<file path="src/rtl/aarm_pkg.sv">
// ----------------------------------------------------------------------------
// Axis-angle rotation matrix: shared package
// Transaction types, cell types, pipeline sizing and the CORDIC arctangent table.
// ----------------------------------------------------------------------------
package aarm_pkg;

   localparam int CORDIC_STEPS = 16;
   localparam int ATAN_LEN     = 24;
   localparam int CORDIC_N     = (CORDIC_STEPS < ATAN_LEN) ? CORDIC_STEPS : ATAN_LEN;
   localparam int SQRT_STEPS   = 30;
   localparam int DIV_STEPS    = 32;
   localparam int LATENCY      = SQRT_STEPS + DIV_STEPS + 8;
   localparam int CS_DELAY     = SQRT_STEPS + DIV_STEPS + 1 - CORDIC_N;
   localparam int SIDE_LEN     = SQRT_STEPS + 2;

   localparam logic signed [32:0] CORDIC_X0   = 33'sd652032874;
   localparam logic signed [16:0] ANG_FULL    = 17'sd23040;
   localparam logic signed [16:0] ANG_HALF    = 17'sd11520;
   localparam logic signed [16:0] ANG_QUARTER = 17'sd5760;
   localparam logic signed [15:0] ONE_Q14     = 16'sd16384;
   localparam logic signed [32:0] ONE_Q30     = 33'sd1073741824;
   localparam logic signed [30:0] RND_Q30     = 31'sd536870912;
   localparam logic signed [16:0] RND_Q14     = 17'sd32768;

   typedef struct packed {
      logic signed [15:0] angle_deg;
      logic signed [15:0] axis_x;
      logic signed [15:0] axis_y;
      logic signed [15:0] axis_z;
   } req_type;

   typedef struct packed {
      logic signed [15:0] m_r0c0;
      logic signed [15:0] m_r0c1;
      logic signed [15:0] m_r0c2;
      logic signed [15:0] m_r1c0;
      logic signed [15:0] m_r1c1;
      logic signed [15:0] m_r1c2;
      logic signed [15:0] m_r2c0;
      logic signed [15:0] m_r2c1;
      logic signed [15:0] m_r2c2;
      logic               axis_was_zero;
   } rsp_type;

   typedef struct packed {
      logic signed [32:0] x;
      logic signed [32:0] y;
      logic signed [24:0] z;
      logic               flip;
   } cordic_type;

   typedef struct packed {
      logic [60:0] rem;
      logic [60:0] root;
   } sqrt_type;

   typedef struct packed {
      logic [61:0] rem;
      logic [31:0] quo;
      logic [29:0] divisor;
      logic        neg;
   } div_type;

   // atan(2^-i) in 2^-16 degree
   function automatic logic [22:0] atan_deg(input logic [4:0] step);
      logic [22:0] v;
      case (step)
         5'd0:    v = 23'd2949120;
         5'd1:    v = 23'd1740967;
         5'd2:    v = 23'd919879;
         5'd3:    v = 23'd466945;
         5'd4:    v = 23'd234379;
         5'd5:    v = 23'd117304;
         5'd6:    v = 23'd58666;
         5'd7:    v = 23'd29335;
         5'd8:    v = 23'd14668;
         5'd9:    v = 23'd7334;
         5'd10:   v = 23'd3667;
         5'd11:   v = 23'd1833;
         5'd12:   v = 23'd917;
         5'd13:   v = 23'd458;
         5'd14:   v = 23'd229;
         5'd15:   v = 23'd115;
         5'd16:   v = 23'd57;
         5'd17:   v = 23'd29;
         5'd18:   v = 23'd14;
         5'd19:   v = 23'd7;
         5'd20:   v = 23'd4;
         5'd21:   v = 23'd2;
         5'd22:   v = 23'd1;
         default: v = 23'd0;
      endcase
      return v;
   endfunction

endpackage

</file>
<file path="src/rtl/aarm_sqrt_cell.sv">
// ----------------------------------------------------------------------------
// Axis-angle rotation matrix: square root cell
// One digit of a bit-pair integer square root, registered.
// ----------------------------------------------------------------------------
module aarm_sqrt_cell import aarm_pkg::*; (
   input  logic       clock,
   input  logic       en,
   input  logic [5:0] bit_pos,
   input  sqrt_type   src,
   output sqrt_type   dst
);

   sqrt_type    cell_ff;
   sqrt_type    cell_in;
   logic [60:0] bit_val;
   logic [60:0] trial;

   always_comb begin
      bit_val = 61'd1 << bit_pos;
      trial   = src.root + bit_val;
      cell_in = src;
      if (src.rem >= trial) begin
         cell_in.rem  = src.rem - trial;
         cell_in.root = (src.root >> 1) + bit_val;
      end else begin
         cell_in.root = src.root >> 1;
      end
   end

   always_ff @(posedge clock) begin
      if (en) begin
         cell_ff <= cell_in;
      end
   end

   assign dst = cell_ff;

endmodule

</file>
<file path="config.mk">
export PLATFORM = sky130hd
export DESIGN_NAME = aarm_sqrt_cell
export DESIGN_NICKNAME = d
export VERILOG_FILES = /design/src/rtl/aarm_pkg.sv /design/src/rtl/aarm_sqrt_cell.sv
export SDC_FILE = /design/constraint.sdc
export NUM_CORES = 1
export LEC_CHECK = 0
export BUFFER_PORTS_ARGS = -buffer_cell sky130_fd_sc_hd__buf_4
export CAP_MARGIN = 15
export CORE_MARGIN = 2
export CORE_UTILIZATION = 40
export DETAILED_ROUTE_END_ITERATION = 10
export GPL_ROUTABILITY_DRIVEN = 0
export SLEW_MARGIN = 30
export SYNTH_ARGS = -nofsm -noshare
export SYNTH_HDL_FRONTEND = slang
export SYNTH_SLANG_ARGS = --single-unit
</file>
<file path="constraint.sdc">
create_clock -name clock -period 24.7 [get_ports clock]
set_clock_uncertainty 0.2 [all_clocks]
set_input_delay 3.705 -clock clock [delete_from_list [all_inputs] [get_ports clock]]
set_output_delay 3.705 -clock clock [all_outputs]
set_load 0.02 [all_outputs]
</file>
# Word-level counts from Yosys, hierarchy flattened
# Index checks and enable logic that the tools add are counted.
[word_totals] input_bits=130 ff_bits=122 out_inout_bits=122 wordCells=10
[classes] order_cmp=1 addsub=3 shifts=1 n_mux=2
[ops] op="$add 60x61->61" count=1
[ops] op="$add 61x61->61" count=1
[ops] op="$ge 61x61->1" count=1
[ops] op="$mux 61" count=1
[ops] op="$shl 1x6->61 const A" count=1
[ops] op="$sub 61x61->61" count=1
[ops] op="$mux 60" count=1

# Logic depth before layout (Yosys ltp)
# Gate-level depths: netlist of run 1.
[depth] word_depth=4 mapped_depth=35

# Worst setup path before layout of run 1
# Ideal clock, no wire load.
[synth_path] path_kind="in2reg" from="in bit_pos[0]" to="reg cell_ff, in the netlist dst[8], data pin" path_slack_ns=14.324 required_ns=24.232 stages=33 arrival_ns=9.908 setup_ns=0.268 path_cell_list="clkbuf_2 > buf_2 > buf_2 > buf_2 > buf_1 > nor2_1 > nand2_1 > nor2_1 > ha_1 > clkbuf_1 > a21o_1 > and4_1 > o41ai_1 > o211ai_1 > maj3_1 > o21bai_1 > a221oi_1 > a21oi_1 > xnor2_1 > ha_1 > clkbuf_1 > a21o_1 > a21o_1 > a21o_1 > a211o_1 > o21ba_2 > nor2_1 > o21ai_1 > and3_1 > clkbuf_1 > clkbuf_1 > nor2_1 > xor2_1"
[synth_lines] element="from (decl)" line_no="aarm_sqrt_cell.sv:8" text="input logic [5:0] bit_pos,"
[synth_lines] element="to (signal assigned)" line_no="aarm_sqrt_cell.sv:32" text="cell_ff <= cell_in;"
[synth_lines] element="to (decl)" line_no="aarm_sqrt_cell.sv:13" text="sqrt_type cell_ff;"

==> results.yml, run 1 <==
outcome:
  status: "finished clean"
global_routing:
  antenna_found_initial: 0
  grt_max_degree: 86
  grt-ovfl-total: 0
  first_global_vias: 15900
  grt.total_usage: 0.264
  grt_pass1_wl_mm: 90.4
route:
  avgRoutedWirePerCell_um: 20.5
  drtPass1Iterations: 6
  drt-total-wl_mm: 58.9
  vias: 17500
  via_per_inst: 6.07
  detailedRoute.firstIterationViolations: 2002
  drc: 0
  final_antenna_net_count: 0
yosys:
  ys_async_sr_fraction: 0
  synth_cell_type_count: 93
  synth_seq_cells: 122
  syn_nets: 2485
  yosysWarnings: 0
  synth_edf_count: 122
  syn-cell-area_um2: 16800
  syn_inst: 2193
  yosysSeqAreaShare: 0.217
  syn_avg_cell_area_um2: 7.68
  ys.flop_type: "edfxtp_1"
clocking:
  cts_tree: "built"
  post_cts_buffers: 0
  clock_sinks: 122
  hold_buffers: 0
  cts-root-buf: "clkbuf_16"
  htree_levels: 4
  path_clk_slew_ns: 0.06
  cts_buffers: 17
  ctsResizeCount: 0
  cts_max_path_buffers: 2
critical_path:
  cp_common_cell: "nand2_1"
  setup.worst_path.start_class: "input port"
  critPathBufInv: 2
  cp_top_family: "simple AND/OR/NAND/NOR gates"
  endpoint_kind: "flop"
  path_class: "in -> reg"
  crit_slowest_cell: "nor4_1"
  cp.required_ns: 24.72
  slowest_delay_ns: 0.80
  critical_path_peak_fanout: 85
  crit_arrival_ns: 12.32
timing:
  rsz0062_at_grt: "false"
  worstMarginPinSlew_ns: 0.946
  finalCritPeriodShare: 0.498
  finalSetupViolCount: 0
  finalHoldViolCount: 0
  drv_slew: 0
  layout_min_cycle_time_ns: 12.30
  setup_tns_ns: 0
  max_freq_mhz: 81.3
  slew_headroom: 0.363
  holdWs_ns: 3.34
cells_and_area:
  final_cells: 2875
  seq_area_um2: 3660
  fin_util: 0.465
  layout-area-overhead-vs-synth_pct: 15.3
  n_fill_cell: 4189
  nNetsFinal: 2615
  final_cell_mix: "buf_4, a21oi_1, nor2_1"
  diodes: 0
  drive_gt1_frac: 0.139
  largest_reg_flops: 122
  multi_input_area_um2: 12500
  stdcell_area_um2: 19400
  final_common_cell: "buf_4"
floorplan:
  initial_core_util: 0.403
  ios: 252
  row_count: 75
  die_x_um: 209
  die_h_um: 209
  core_area_um2: 41800
  die-area_um2: 43800
place:
  dp_hpwl_mm: 47.6
  dp.cells: 2843
  dpl_cell_area_um2: 18900
  io_buffers: 251
run:
  cap_violations: 0
power_and_ir_drop:
  p_per_area_nw_per_um2: 45.8
  ir_drop_mv: 0.0403
  power_leakage_nw: 8.53
min_path:
  hold_class: "in -> reg"
## Yosys cell counts, types with 10 or more instances
library cell | n | area (µm²)
o21bai_1 | 30 | 225
xor2_1 | 65 | 569
and4_1 | 14 | 123
o21a_1 | 16 | 120
xnor2_1 | 118 | 1030
buf_2 | 19 | 95.1
o211ai_1 | 21 | 158
nand3_1 | 50 | 250
clkbuf_1 | 120 | 450
nor2b_1 | 31 | 194
a31oi_1 | 32 | 200
nand2_1 | 192 | 721
o31ai_1 | 13 | 97.6
o21ai_1 | 19 | 95.1
nor4_1 | 17 | 106
nor2_1 | 226 | 848
a41oi_1 | 10 | 87.6
nand2b_1 | 27 | 169
nor3_1 | 35 | 175
a21oi_1 | 253 | 1270
a211oi_1 | 14 | 105
and3_1 | 28 | 175
inv_1 | 41 | 154
a21o_1 | 138 | 1040
nand4_1 | 52 | 325
ha_1 | 161 | 2010
o21ai_0 | 124 | 621
edfxtp_1 | 122 | 3660
and2_1 | 19 | 119
## where the power goes
part           switching (mW)  internal [mW]  leakage (nW)  total [mW]
Sequential             0.0105          0.268          1.20       0.278
Combinational           0.230          0.142          7.08       0.372
Clock                   0.102          0.137         0.254       0.239
## stage by stage
step	power [mW]	worst slack (ns)
2_1_floorplan	0.516	14.32
3_3_place_gp	0.646	12.30
3_5_place_dp	0.648	12.06
4_1_cts	0.892	12.55
5_1_grt	0.936	12.00
6_report	0.889	12.40
## area by class of cell
class,count,share of cell area
timing repair buffer,256,0.0989
sequential,122,0.189
multi-input combinational,1884,0.642
clock inverter,12,0.00522
tap,539,0.0347
inverter,42,0.00811
clock buffer,20,0.0225
## cell families (layout without fill, tap and decap cells)
family,Yosys count,count (layout),synth area share
simple gates,753,753,0.221
mux,3,3,0.00186
compound gates,776,776,0.296
fa+ha+maj,169,169,0.125
flops,122,122,0.217
xor+xnor,183,183,0.0951
buf+inv,187,330,0.0432
## final timing paths
kind / startpoint / end / slack [ns] / cells past startpoint
hold / removal: src[110] / dst[110] / 3.34 / 3
setup / recovery: bit_pos[0] / dst[6] / 12.40 / 25
## routing by layer
metal | vias to the layer above | wire length (µm) | global-route usage
met5 | - | 0 | 0
li1 | 8438 | - | -
met1 | 8093 | 28200 | 0.395
met3 | 91 | 4580 | 0.0352
met4 | 0 | 1840 | 0.0966
met2 | 828 | 24300 | 0.383
(Power assumes the default switching activity.)
==> run 2: changes to the inputs <==
- clock period: 24.7 -> 11.9 ns (I/O delays scaled with it)
==> results.yml, run 2 (synthesized netlist as in run 1, its figures left out) <==
power_and_ir_drop:
  p_per_area_nw_per_um2: 96.8
  p_total_mw: 1.89
  ir_drop_mv: 0.0877
  power_leakage_nw: 8.57
cells_and_area:
  diodes: 0
  final_common_cell: "buf_4"
  drive_gt1_frac: 0.138
  stdcell_area_um2: 19500
  nNetsFinal: 2618
  n_fill_cell: 4173
  final_cell_mix: "buf_4, a21oi_1, nor2_1"
  largest_reg_flops: 122
  layout-area-overhead-vs-synth_pct: 15.6
floorplan:
  die_x_um: 209
  die_h_um: 209
  core_area_um2: 41800
  row_count: 75
  ios: 252
  initial_core_util: 0.403
  die-area_um2: 43800
global_routing:
  antenna_found_initial: 0
  busiest_layer: "met1"
  grtUsageMet2: 0.380
  grtUsageMet1: 0.389
  grt_max_degree: 72
  first_global_vias: 16000
  grt.total_usage: 0.263
  grt_pass1_wl_mm: 90.5
  grt_util_met3: 0.0406
  grt-ovfl-total: 0
outcome:
  status: "finished clean"
critical_path:
  critical_path_peak_fanout: 71
  startpoint: "bit_pos[0]"
  crit_slowest_cell: "nor4_1"
  cp.required_ns: 12.01
  path_class: "in -> reg"
  critPathBufInv: 3
  cp_common_cell: "nor2_1"
  setup.worst_path.start_class: "input port"
  cp_top_family: "simple AND/OR/NAND/NOR gates"
  slowest_delay_ns: 0.83
  endpoint_kind: "flop"
  crit_arrival_ns: 10.42
clocking:
  clock_sinks: 122
  cts_tree: "built"
  path_clk_slew_ns: 0.06
  cts_buffers: 17
  cts_max_path_buffers: 2
  ctsResizeCount: 0
  cts-root-buf: "clkbuf_16"
  post_cts_buffers: 0
  htree_levels: 4
  hold_buffers: 0
route:
  via_per_inst: 6.02
  drc: 0
  drt-total-wl_mm: 58.9
  final_antenna_net_count: 0
  drtPass1Iterations: 6
  avgRoutedWirePerCell_um: 20.5
  detailedRoute.firstIterationViolations: 2031
  vias: 17300
run:
  cap_violations: 0
place:
  dp_slack_ns: 1.36
  io_buffers: 251
  dp_hpwl_mm: 47.6
  dpl_cell_area_um2: 18900
min_path:
  min-delay-start: "src[64]"
  hold_class: "in -> reg"
timing:
  holdWs_ns: 1.42
  fin_ws_ns: 1.58
  finalCritPeriodShare: 0.867
  setup_tns_ns: 0
  worstMarginPinSlew_ns: 1.18
  max_freq_mhz: 96.9
  slew_headroom: 0.205
  drv_slew: 0
  finalSetupViolCount: 0
  finalHoldViolCount: 0
  rsz0062_at_grt: "false"
  layout_min_cycle_time_ns: 10.32
## run 2: per-layer routing
layer	vias up	wire length [µm]
li1	8445	-
met1	7982	28000
met2	794	24100
met3	105	4730
met4	0	2110
met5	-	0
## run 2: final timing paths
check | to | slack (ns) | cells after the start
max | dst[60] | 1.58 | 26
min | dst[64] | 1.42 | 3
## run 2: through the flow
step,util,cells
finish,0.466,2878
global route,0.466,2878
CTS,0.466,2878
detailed placement,0.453,2846
global placement,0.453,2846
floorplan,-,2193
## run 2: cell type report
cell class	count	area, µm²	area share
Clock buffer	21	440	0.0226
Clock inverter	11	128	0.00655
Inverter	42	158	0.00809
Multi-Input combinational cell	1884	12500	0.640
Sequential cell	122	3660	0.188
Tap cell	539	674	0.0346
Timing Repair Buffer	259	1940	0.0998
## run 2: power breakdown
part	switching (mW)	internal (mW)	total, mW	leakage (nW)
sequential	0.0222	0.556	0.578	1.20
combinational	0.478	0.295	0.773	7.10
clock	0.210	0.324	0.534	0.275
==> run 3: changes to the inputs <==
- RECOVER_POWER: not set -> 25
- clock period: 11.9 -> 11.8 ns (I/O delays scaled with it)
==> results.yml, run 3 (synthesized netlist as in run 1, its figures left out) <==
timing:
  setup_tns_ns: 0
  finalSetupViolCount: 0
  holdWs_ns: 1.39
  worstMarginPinSlew_ns: 3.46
  layout_min_cycle_time_ns: 10.36
  slew_headroom: -1.30
  finalHoldViolCount: 0
  max_freq_mhz: 96.6
  rsz0062_at_grt: "false"
  drv_slew: 59
  finalCritPeriodShare: 0.878
floorplan:
  initial_core_util: 0.403
  core_area_um2: 41800
  die-area_um2: 43800
  ios: 252
  die_h_um: 209
  die_x_um: 209
  row_count: 75
clocking:
  ctsResizeCount: 0
  clock_sinks: 122
  hold_buffers: 0
  cts_buffers: 17
  cts_tree: "built"
  cts_max_path_buffers: 2
  path_clk_slew_ns: 0.06
  cts-root-buf: "clkbuf_16"
  htree_levels: 4
  post_cts_buffers: 0
outcome:
  violations: "capacitance limit, slew limit"
  status: "complete, but fails checks"
critical_path:
  critical_path_peak_fanout: 71
  endpoint_kind: "flop"
  crit_arrival_ns: 10.44
  setup.worst_path.start_class: "input port"
  path_class: "in -> reg"
  cp.required_ns: 11.89
power_and_ir_drop:
  pwr-share-seq: 0.310
  p_sw_frac: 0.387
  switching_power_mw: 0.729
  pwr-share-comb: 0.407
  pwr-share-clk: 0.283
  p_int_mw: 1.15
  p_per_area_nw_per_um2: 97.2
  power_leakage_nw: 8.44
  ir_drop_mv: 0.0927
global_routing:
  grt-ovfl-total: 0
  grt_pass1_wl_mm: 90.1
  grt_max_degree: 72
  first_global_vias: 15900
  antenna_found_initial: 0
  grt.total_usage: 0.264
cells_and_area:
  seq_area_um2: 3660
  drive_gt1_frac: 0.127
  largest_reg_flops: 122
  layout-area-overhead-vs-synth_pct: 14.9
  nNetsFinal: 2618
  diodes: 0
  multi_input_area_um2: 12500
  final_common_cell: "a21oi_1"
  final_cell_mix: "a21oi_1, nor2_1, buf_4"
  n_fill_cell: 4162
route:
  vias: 17400
  via_per_inst: 6.05
  drc: 0
  avgRoutedWirePerCell_um: 20.5
  drt-total-wl_mm: 59.1
  drtPass1Iterations: 6
  detailedRoute.firstIterationViolations: 1953
  final_antenna_net_count: 0
min_path:
  hold_class: "in -> reg"
place:
  io_buffers: 251
  dp_hpwl_mm: 47.5
run:
  cap_violations: 1
-- run 3: worst paths after layout --
check | slack [ns] | from | cells after the start | endpoint
setup / recovery | 1.44 | bit_pos[0] | 26 | dst[119]
hold / removal | 1.39 | src[63] | 3 | dst[63]
-- run 3: worst max-delay path, cell delays in order --
cell,delay [ns]
buf_4,0.35
inv_1,0.27
nor2_1,0.27
nand2_1,0.21
nor2_1,0.27
ha_1,0.39
a21o_1,0.24
maj3_1,0.35
a21oi_1,0.25
nand3b_1,0.20
a2111oi_4,0.52
or4_1,0.19
o211ai_1,0.14
a221o_1,0.37
a221oi_2,0.27
xor2_1,0.32
ha_1,0.31
nand2_1,0.12
nor2_1,0.49
nand3_1,0.35
nor4_1,0.85
a21oi_1,0.27
nand3_4,0.60
buf_4,0.67
nand2_1,0.10
o31ai_1,0.24
-- run 3: final cells by class --
type                            count  area share
Multi-Input combinational cell   1884       0.644
Sequential cell                   122       0.189
Timing Repair Buffer              259      0.0937
Tap cell                          539      0.0348
Clock buffer                       17      0.0220
Inverter                           42     0.00814
Clock inverter                     15     0.00776
-- run 3: through the flow --
step	cell area, µm²	util	worst slack [ns]	std cells	total power, mW
2_1_floorplan	16800	-	3.36	2193	1.08
3_3_place_gp	18900	0.453	1.44	2846	1.35
6_report	19400	0.464	1.44	2878	1.88
4_1_cts	19500	0.467	1.73	2878	1.90
5_1_grt	19400	0.464	1.28	2878	1.98
3_5_place_dp	18900	0.453	1.26	2846	1.36
-- run 3: power groups by stage --
stage / clock network [mW] / registers (mW) / logic [mW]
2_1_floorplan: 0 / 0.665 / 0.416
3_3_place_gp: 0 / 0.593 / 0.762
3_5_place_dp: 0 / 0.591 / 0.768
4_1_cts: 0.544 / 0.585 / 0.772
5_1_grt: 0.561 / 0.590 / 0.831
6_report: 0.533 / 0.584 / 0.765
-- run 3: routing by layer --
layer  routed length, µm  part of all wire  vias up  track usage
met5                   0                 0        -            0
met4                1820             0.031        0       0.0919
met3                4880             0.082      105       0.0482
met2               24200              0.41      797        0.380
met1               28200              0.48     8059        0.391
li1                    -                 -     8438            -
